===== src/hdl/snr_pkg.sv =====
// Shared types and constants for the sum normalize block.
// Used by the sample store, the shift-subtract divider and the top level.
package snr_pkg;

    localparam int SET_DEPTH = 64;
    localparam int ADDR_W    = (SET_DEPTH > 1) ? $clog2(SET_DEPTH) : 1;
    localparam int CNT_W     = $clog2(SET_DEPTH + 1);

    localparam int SAMPLE_W  = 32;
    localparam int RANGE_W   = 16;
    localparam int SPAN_W    = RANGE_W + 1;
    localparam int NUM_W     = SAMPLE_W + SPAN_W;
    localparam int SUM_W     = 48;
    localparam int FRAC_W    = 16;

    // dividend is |sample*span| shifted up by the fraction width
    localparam int DVD_W     = 64;
    localparam int QUO_W     = 34;
    localparam int HI_W      = DVD_W - QUO_W;
    localparam int DCNT_W    = $clog2(QUO_W + 1);

    localparam int CFG_IDX_W = 2;

    typedef logic [1:0] t_status;
    localparam t_status STAT_OK    = 2'd0;
    localparam t_status STAT_ZERO  = 2'd1;
    localparam t_status STAT_SAT   = 2'd2;
    localparam t_status STAT_TRUNC = 2'd3;

    localparam logic [CFG_IDX_W-1:0] CFG_RANGE_LOW  = 2'd0;
    localparam logic [CFG_IDX_W-1:0] CFG_RANGE_HIGH = 2'd1;

    typedef enum logic [2:0] {
        S_LOAD,
        S_READ,
        S_MUL,
        S_DIV_START,
        S_DIV_WAIT
    } t_state;

    typedef struct packed {
        logic done;
        logic ovf;
    } t_div_status;

endpackage


===== src/hdl/snr_store.sv =====
// Sample store: one write port and one registered read port.
// Depends on snr_pkg for depth and widths.
module snr_store (
    input  logic                          i_clk,
    input  logic                          i_wr_en,
    input  logic [snr_pkg::ADDR_W-1:0]    i_wr_addr,
    input  logic [snr_pkg::SAMPLE_W-1:0]  i_wr_data,
    input  logic                          i_rd_en,
    input  logic [snr_pkg::ADDR_W-1:0]    i_rd_addr,
    output logic [snr_pkg::SAMPLE_W-1:0]  o_rd_data
);
    import snr_pkg::*;

    logic [SAMPLE_W-1:0] r_mem [SET_DEPTH];
    logic [SAMPLE_W-1:0] r_rd_data;

    always_ff @(posedge i_clk) begin
        if (i_wr_en) begin
            r_mem[i_wr_addr] <= i_wr_data;
        end
    end

    always_ff @(posedge i_clk) begin
        if (i_rd_en) begin
            r_rd_data <= r_mem[i_rd_addr];
        end
    end

    assign o_rd_data = r_rd_data;

endmodule


===== src/hdl/snr_divider.sv =====
// Unsigned restoring divider, one quotient bit per cycle.
// Flags overflow up front when the quotient would not fit QUO_W bits.
// Depends on snr_pkg for widths and the status struct.
module snr_divider (
    input  logic                        i_clk,
    input  logic                        i_rst_n,
    input  logic                        i_start,
    input  logic [snr_pkg::DVD_W-1:0]   i_dividend,
    input  logic [snr_pkg::SUM_W-1:0]   i_divisor,
    output snr_pkg::t_div_status        o_status,
    output logic [snr_pkg::QUO_W-1:0]   o_quotient
);
    import snr_pkg::*;

    logic [DCNT_W-1:0] r_cnt;
    logic              r_done;
    logic              r_ovf;
    logic [SUM_W-1:0]  r_rem;
    logic [QUO_W-1:0]  r_q;
    logic [SUM_W-1:0]  r_dvs;

    logic [HI_W-1:0]   dvd_hi;
    logic              start_ovf;
    logic [SUM_W:0]    trial;
    logic [SUM_W:0]    diff;

    assign dvd_hi    = i_dividend[DVD_W-1:QUO_W];
    assign start_ovf = SUM_W'(dvd_hi) >= i_divisor;
    assign trial     = {r_rem, r_q[QUO_W-1]};
    assign diff      = trial - {1'b0, r_dvs};

    always_ff @(posedge i_clk) begin
        if (!i_rst_n) begin
            r_cnt  <= '0;
            r_done <= 1'b0;
            r_ovf  <= 1'b0;
        end else begin
            r_done <= 1'b0;
            if (i_start) begin
                r_ovf <= start_ovf;
                if (start_ovf) begin
                    r_done <= 1'b1;
                    r_cnt  <= '0;
                end else begin
                    r_cnt <= DCNT_W'(QUO_W);
                end
            end else if (r_cnt != '0) begin
                r_cnt <= r_cnt - 1'b1;
                if (r_cnt == DCNT_W'(1)) begin
                    r_done <= 1'b1;
                end
            end
        end
    end

    always_ff @(posedge i_clk) begin
        if (i_start) begin
            r_rem <= SUM_W'(dvd_hi);
            r_q   <= i_dividend[QUO_W-1:0];
            r_dvs <= i_divisor;
        end else if (r_cnt != '0) begin
            // restore when the trial subtract goes negative
            if (!diff[SUM_W]) begin
                r_rem <= diff[SUM_W-1:0];
                r_q   <= {r_q[QUO_W-2:0], 1'b1};
            end else begin
                r_rem <= trial[SUM_W-1:0];
                r_q   <= {r_q[QUO_W-2:0], 1'b0};
            end
        end
    end

    assign o_status.done = r_done;
    assign o_status.ovf  = r_ovf;
    assign o_quotient    = r_q;

endmodule


===== src/hdl/sum_normalize_to_range_top.sv =====
// Sum normalize: loads a set of Q16.16 samples, then emits sample*span/sum + low.
// Loading takes one sample per cycle while busy is low. Once a set closes, busy
// is high and each result takes a read, a multiply and the 34-step divider,
// which stops at once when the quotient overflows and is skipped on a zero sum.
// Results are one-cycle strobes; the receiver cannot stall. Synchronous
// active-low reset clears the set and control state and sets the range to 0..1.
module sum_normalize_to_range_top (
    input  logic                            i_clk,
    input  logic                            i_rst_n,
    input  logic                            start,
    output logic                            busy,
    input  logic signed [snr_pkg::SAMPLE_W-1:0] i_sample,
    input  logic                            i_set_end,
    output logic                            o_result_valid,
    output logic signed [snr_pkg::SAMPLE_W-1:0] o_scaled_value,
    output logic                            o_last_of_run,
    output snr_pkg::t_status                o_status,
    input  logic                            i_cfg_valid,
    output logic                            o_cfg_ready,
    input  logic [snr_pkg::CFG_IDX_W-1:0]   i_cfg_index,
    input  logic [snr_pkg::RANGE_W-1:0]     i_cfg_data
);
    import snr_pkg::*;

    localparam int V_W = QUO_W + 2;

    t_state                   r_state, n_state;
    logic [CNT_W-1:0]         r_count;
    logic [CNT_W-1:0]         r_idx;
    logic signed [SUM_W-1:0]  r_sum;
    logic                     r_trunc;
    logic [RANGE_W-1:0]       r_low;
    logic [RANGE_W-1:0]       r_high;
    logic signed [NUM_W-1:0]  r_num;
    logic                     r_valid;
    logic signed [SAMPLE_W-1:0] r_scaled;
    logic                     r_last;
    t_status                  r_stat;

    logic                     load;
    logic                     close;
    logic                     full;
    logic                     sum_zero;
    logic                     is_last;
    logic                     div_start;
    logic                     emit_zero;
    logic                     emit_div;
    logic                     emit;
    logic                     rd_en;

    logic [SAMPLE_W-1:0]      rd_data;
    logic signed [SPAN_W-1:0] span;
    logic [NUM_W-2:0]         num_mag;
    logic [SUM_W-1:0]         sum_mag;
    logic [DVD_W-1:0]         dividend;
    t_div_status              div_stat;
    logic [QUO_W-1:0]         quotient;
    logic                     neg;
    logic signed [QUO_W:0]    q_signed;
    logic signed [V_W-1:0]    v_sum;
    logic                     v_ovf;
    logic signed [SAMPLE_W-1:0] v_out;
    logic                     v_sat;

    snr_store u_store (
        .i_clk     (i_clk),
        .i_wr_en   (load),
        .i_wr_addr (r_count[ADDR_W-1:0]),
        .i_wr_data (i_sample),
        .i_rd_en   (rd_en),
        .i_rd_addr (r_idx[ADDR_W-1:0]),
        .o_rd_data (rd_data)
    );

    snr_divider u_div (
        .i_clk      (i_clk),
        .i_rst_n    (i_rst_n),
        .i_start    (div_start),
        .i_dividend (dividend),
        .i_divisor  (sum_mag),
        .o_status   (div_stat),
        .o_quotient (quotient)
    );

    assign full     = (r_count + 1'b1) == CNT_W'(SET_DEPTH);
    assign close    = i_set_end || full;
    assign sum_zero = (r_sum == '0);
    assign is_last  = (r_idx + 1'b1) == r_count;

    // next state
    always_comb begin
        n_state = r_state;
        case (r_state)
            S_LOAD: begin
                if (load && close) begin
                    n_state = S_READ;
                end
            end
            S_READ:      n_state = S_MUL;
            S_MUL:       n_state = S_DIV_START;
            S_DIV_START: begin
                if (sum_zero) begin
                    n_state = is_last ? S_LOAD : S_READ;
                end else begin
                    n_state = S_DIV_WAIT;
                end
            end
            S_DIV_WAIT: begin
                if (div_stat.done) begin
                    n_state = is_last ? S_LOAD : S_READ;
                end
            end
            default:     n_state = S_LOAD;
        endcase
    end

    // sequencer outputs
    always_comb begin
        load      = 1'b0;
        rd_en     = 1'b0;
        div_start = 1'b0;
        emit_zero = 1'b0;
        emit_div  = 1'b0;
        case (r_state)
            S_LOAD:      load = start;
            S_READ:      rd_en = 1'b1;
            S_MUL:       ;
            S_DIV_START: begin
                div_start = !sum_zero;
                emit_zero = sum_zero;
            end
            S_DIV_WAIT:  emit_div = div_stat.done;
            default:     ;
        endcase
    end

    assign emit = emit_zero || emit_div;
    assign busy = (r_state != S_LOAD);

    // divider operands: magnitudes, sign applied afterwards
    assign span     = $signed({r_high[RANGE_W-1], r_high}) - $signed({r_low[RANGE_W-1], r_low});
    assign num_mag  = r_num[NUM_W-1] ? (NUM_W-1)'(-r_num) : r_num[NUM_W-2:0];
    assign sum_mag  = r_sum[SUM_W-1] ? SUM_W'(-r_sum) : SUM_W'(r_sum);
    assign dividend = {num_mag, FRAC_W'(0)};

    assign neg      = r_num[NUM_W-1] ^ r_sum[SUM_W-1];
    assign q_signed = neg ? -$signed({1'b0, quotient}) : $signed({1'b0, quotient});
    assign v_sum    = V_W'(q_signed) + V_W'($signed({r_low, FRAC_W'(0)}));
    assign v_ovf    = (v_sum[V_W-1:SAMPLE_W-1] != '0) && (v_sum[V_W-1:SAMPLE_W-1] != '1);

    always_comb begin
        v_sat = 1'b0;
        v_out = v_sum[SAMPLE_W-1:0];
        if (div_stat.ovf) begin
            v_sat = 1'b1;
            v_out = neg ? {1'b1, (SAMPLE_W-1)'(0)} : {1'b0, {(SAMPLE_W-1){1'b1}}};
        end else if (v_ovf) begin
            v_sat = 1'b1;
            v_out = v_sum[V_W-1] ? {1'b1, (SAMPLE_W-1)'(0)} : {1'b0, {(SAMPLE_W-1){1'b1}}};
        end
    end

    always_ff @(posedge i_clk) begin
        if (!i_rst_n) begin
            r_state <= S_LOAD;
            r_count <= '0;
            r_idx   <= '0;
            r_sum   <= '0;
            r_trunc <= 1'b0;
            r_low   <= '0;
            r_high  <= RANGE_W'(1);
            r_valid <= 1'b0;
        end else begin
            r_state <= n_state;
            r_valid <= emit;
            if (i_cfg_valid && o_cfg_ready) begin
                case (i_cfg_index)
                    CFG_RANGE_LOW:  r_low  <= i_cfg_data;
                    CFG_RANGE_HIGH: r_high <= i_cfg_data;
                    default:        ;
                endcase
            end
            if (load) begin
                r_sum   <= r_sum + SUM_W'(i_sample);
                r_count <= r_count + 1'b1;
                r_idx   <= '0;
                r_trunc <= full && !i_set_end;
            end
            if (emit) begin
                if (is_last) begin
                    // drop the finished set
                    r_count <= '0;
                    r_sum   <= '0;
                    r_trunc <= 1'b0;
                    r_idx   <= '0;
                end else begin
                    r_idx <= r_idx + 1'b1;
                end
            end
        end
    end

    always_ff @(posedge i_clk) begin
        if (r_state == S_MUL) begin
            r_num <= $signed(rd_data) * span;
        end
        if (emit) begin
            r_last <= is_last;
            if (emit_zero) begin
                r_scaled <= '0;
                r_stat   <= STAT_ZERO;
            end else begin
                r_scaled <= v_out;
                r_stat   <= v_sat ? STAT_SAT : (r_trunc ? STAT_TRUNC : STAT_OK);
            end
        end
    end

    // hold range writes off while a set is being emitted
    assign o_cfg_ready    = !busy;
    assign o_result_valid = r_valid;
    assign o_scaled_value = r_scaled;
    assign o_last_of_run  = r_last;
    assign o_status       = r_stat;

    a_count_bound: assert property (@(posedge i_clk) disable iff (!i_rst_n)
        r_count <= CNT_W'(SET_DEPTH))
        else $error("stored count beyond set depth");

    a_strobe_after_busy: assert property (@(posedge i_clk) disable iff (!i_rst_n)
        o_result_valid |-> $past(busy))
        else $error("result strobe without emission");

    a_last_clears: assert property (@(posedge i_clk) disable iff (!i_rst_n)
        (o_result_valid && o_last_of_run) |-> (r_count == '0 && !busy))
        else $error("set not cleared after its last result");

    a_zero_value: assert property (@(posedge i_clk) disable iff (!i_rst_n)
        (o_result_valid && o_status == STAT_ZERO) |-> (o_scaled_value == '0))
        else $error("zero-sum result carries a value");

    a_sat_limit: assert property (@(posedge i_clk) disable iff (!i_rst_n)
        (o_result_valid && o_status == STAT_SAT) |->
        (o_scaled_value == {1'b1, (SAMPLE_W-1)'(0)} ||
         o_scaled_value == {1'b0, {(SAMPLE_W-1){1'b1}}}))
        else $error("saturated result not at a limit");

endmodule


===== config.mk =====
export PLATFORM = sky130hd
export DESIGN_NAME = sum_normalize_to_range_top
export DESIGN_NICKNAME = d
export VERILOG_FILES = /design/src/hdl/snr_pkg.sv /design/src/hdl/snr_store.sv /design/src/hdl/snr_divider.sv /design/src/hdl/sum_normalize_to_range_top.sv
export SDC_FILE = /design/constraint.sdc
export NUM_CORES = 2
export LEC_CHECK = 0
export ABC_CLOCK_PERIOD_IN_PS = 17000
export BUFFER_PORTS_ARGS = -buffer_cell sky130_fd_sc_hd__buf_2
export CORE_UTILIZATION = 45
export CTS_BUF_LIST = sky130_fd_sc_hd__clkbuf_4 sky130_fd_sc_hd__clkbuf_8 sky130_fd_sc_hd__clkbuf_16
export DETAILED_ROUTE_END_ITERATION = 8
export HOLD_SLACK_MARGIN = 0.05
export PLACE_DENSITY = 0.56
export SLEW_MARGIN = 20
export SYNTH_ARGS = -nofsm -noshare
export SYNTH_HDL_FRONTEND = slang
export SYNTH_SLANG_ARGS = --single-unit

===== constraint.sdc =====
create_clock -name i_clk -period 17 [get_ports i_clk]
set_clock_uncertainty 0.1 [all_clocks]
set_input_delay 2.55 -clock i_clk [delete_from_list [all_inputs] [get_ports i_clk]]
set_output_delay 2.55 -clock i_clk [all_outputs]
set_load 0.03 [all_outputs]

==> flow_summary.toml <==
[synth]
syn_nets = 9525
syn_inst = 8662
ys_seq_area_share_pct = 58.5
synth_flop_cell = "edfxtp_1"
synth.cell_area_um2 = 121000
ys_ff_latch = 2401
yosysWarnings = 0
synth.distinct_cells = 81
async_flop_share_pct = 0
avgSynthCellArea_um2 = 13.9
synth_edf_count = 2260

[critical_path]
path_buf_inv = 6
max_stage_delay_ns = 0.55
worst-endpoint-arrival_ns = 10.32
cp_num_cells = 35
cp-end-kind = "flip-flop"
cp_common_cell = "fa_1"
cp_max_fo = 32
crit_slowest_cell = "fa_1"
rr_worst_depth = 35
start_kind = "flip-flop"
crit_family = "adder cells"
critPathRequiredTime_ns = 17.45
crit_type = "reg2reg"

[hold_path]
hp-class = "reg2reg"
hold_depth = 2

[global_route]
grt_max_degree = 123
grt_overflow = 0
grt_pass1_vias = 74300
antenna_found_initial = 22
grt_pass1_wl_mm = 498
grtUsageTotal_pct = 25.2

[die]
start_util_pct = 45.4
chipWidth_um = 520
io_pins = 93
die_height_um = 520
core_um2 = 266000
rows = 189
dieArea_um2 = 271000

[layout]
mostFrequentLayoutCell = "edfxtp_1"
layout_common_cells = "2260 x edfxtp_1, 767 x inv_1, 640 x nand2_1, 525 x fa_1, 503 x mux2i_1"
stdcell_area_um2 = 135000
fin_nets = 9645
regArea_um2 = 70700
synthToLayoutAreaGrowth_pct = 11.5
fill_cells = 22600
multi_input_area_um2 = 46200
drive_gt1_share_pct = 12.7

[drt]
routed_wl_mm = 343
ant_nets = 0
drc = 0
num_vias = 73000
first_iter_violations = 6665
detail_route.wl_per_cell_um = 27.4
dr.pass1.iters = 8
via_per_inst = 5.83

[run_status]
status = "complete, no violations"

[clock_network]
hold_buffers = 0
cts_resized = 0
cts_sinks = 2401
clk_latency_ns = 0.88
path_clk_slew_ns = 0.06
postCtsSetupBuffers = 0
cts_tree = "done"
root_buffer = "clkbuf_16"
htreeDepth = 5
cts_buffers = 266
cts.path.max_buffers = 4

[flow_run]
cap_violations = 0

[sta]
tightest_slew_ns = 1.14
drv_slew = 0
finalCritPeriodShare_pct = 58.1
hold_viol_final = 0
tns_ns = 0
max_freq_mhz = 101
setup_viol = 0
fin_hold_ws_ns = 0.372
rsz0062_at_grt = "no"
final.min_clock_period_ns = 9.88
max_slew_margin_pct = 23.1

[placement]
dp_hpwl_mm = 211
gp_congestion = 0.858
port_buffers = 92
post_dp_cell_area_um2 = 126000
[cells in the mapped netlist, types with 76 or more instances]
cell type,n,share of area (%)
nor2_1,342,1.1
a21o_1,104,0.65
nor2b_1,112,0.58
inv_1,769,2.4
and2_1,135,0.70
mux2i_1,503,4.2
o21ai_0,241,1.0
o221ai_1,241,1.7
nand3_1,85,0.35
xnor2_1,204,1.5
o22ai_1,128,0.66
dfxtp_1,141,2.3
nand2_1,643,2.0
ha_1,283,2.9
buf_1,76,0.24
fa_1,525,8.7
xor2_1,94,0.68
nor3_1,111,0.46
clkbuf_1,347,1.1
mux4_2,277,5.2
edfxtp_1,2260,56
a21oi_1,464,1.9
[cell families (layout without fill, tap and decap cells)]
family	Yosys count	in the layout	share of synthesized area (%)
AOI/OAI and AO/OA	1503	1503	8.09
buffers and inverters	1215	1530	3.84
muxes	782	782	9.35
xor gates and xnor gates	298	298	2.16
other	0	5	0
and+or+nand+nor	1655	1655	6.43
DFF	2401	2401	58.5
adders and majority gates	808	808	11.6
[state kept, by name, summed over array words and instances (netlist names)]
name	flops
r_sum	48
u_div.r_dvs	48
u_store.r_mem	2048
u_div.r_cnt	6
o_scaled_value	32
u_div.r_done	1
r_idx	7
r_high	16
o_last_of_run	1
r_trunc	1
o_status	2
r_state	3
r_low	16
u_div.r_rem	48
u_div.r_ovf	1
u_store.o_rd_data	32
r_count	7
o_result_valid	1
u_div.o_quotient	34
r_num	49
[through the flow]
stage	util, %	setup WS [ns]	instances
3_3_place_gp	47.5	7.32	12000
5_1_grt	50.6	6.34	12500
6_report	50.6	7.12	12500
2_1_floorplan	-	8.39	8662
4_1_cts	50.6	7.15	12500
3_5_place_dp	47.5	7.17	12000
[worst reg2reg max path: cells and delay by family (launching register included)]
family | cells | cell delay, ns
adders and majority gates | 8 | 3.61
DFF | 1 | 0.46
and+or+nand+nor | 5 | 0.81
xor gates and xnor gates | 2 | 0.25
buffers and inverters | 6 | 0.81
AOI/OAI and AO/OA | 14 | 3.58
[metal layers]
layer  vias to the layer above  global-route usage, %  share of wire [%]  wire [µm]
li1                      32300                      -                  -          -
met1                     37800                   32.4                 41     140000
met2                      2321                   43.4                 50     170000
met3                       571                   3.33                5.6      19400
met4                         6                   9.72                4.1      14000
met5                         -                      0              0.010         35
[final timing paths]
path | slack [ns] | end | startpoint
worst max-delay path | 7.12 | r_num[46] | r_low[1]
worst min register to register | 0.37 | r_high[7] | r_high[7]
worst min-delay path | 0.37 | r_high[7] | r_high[7]
worst max register to register | 7.12 | r_num[46] | r_low[1]
[layout make-up]
type | instances | area share (%)
clock buffer | 340 | 5.44
antenna | 5 | 0.00929
clock inverter | 123 | 0.777
sequential | 2401 | 52.5
inverter | 771 | 2.16
tap | 3533 | 3.28
timing repair buffer | 296 | 1.52
multi-input combinational | 5046 | 34.3
Power is not shown: default switching activity piles up to over one toggle a cycle in this logic, so the estimate is an artifact.
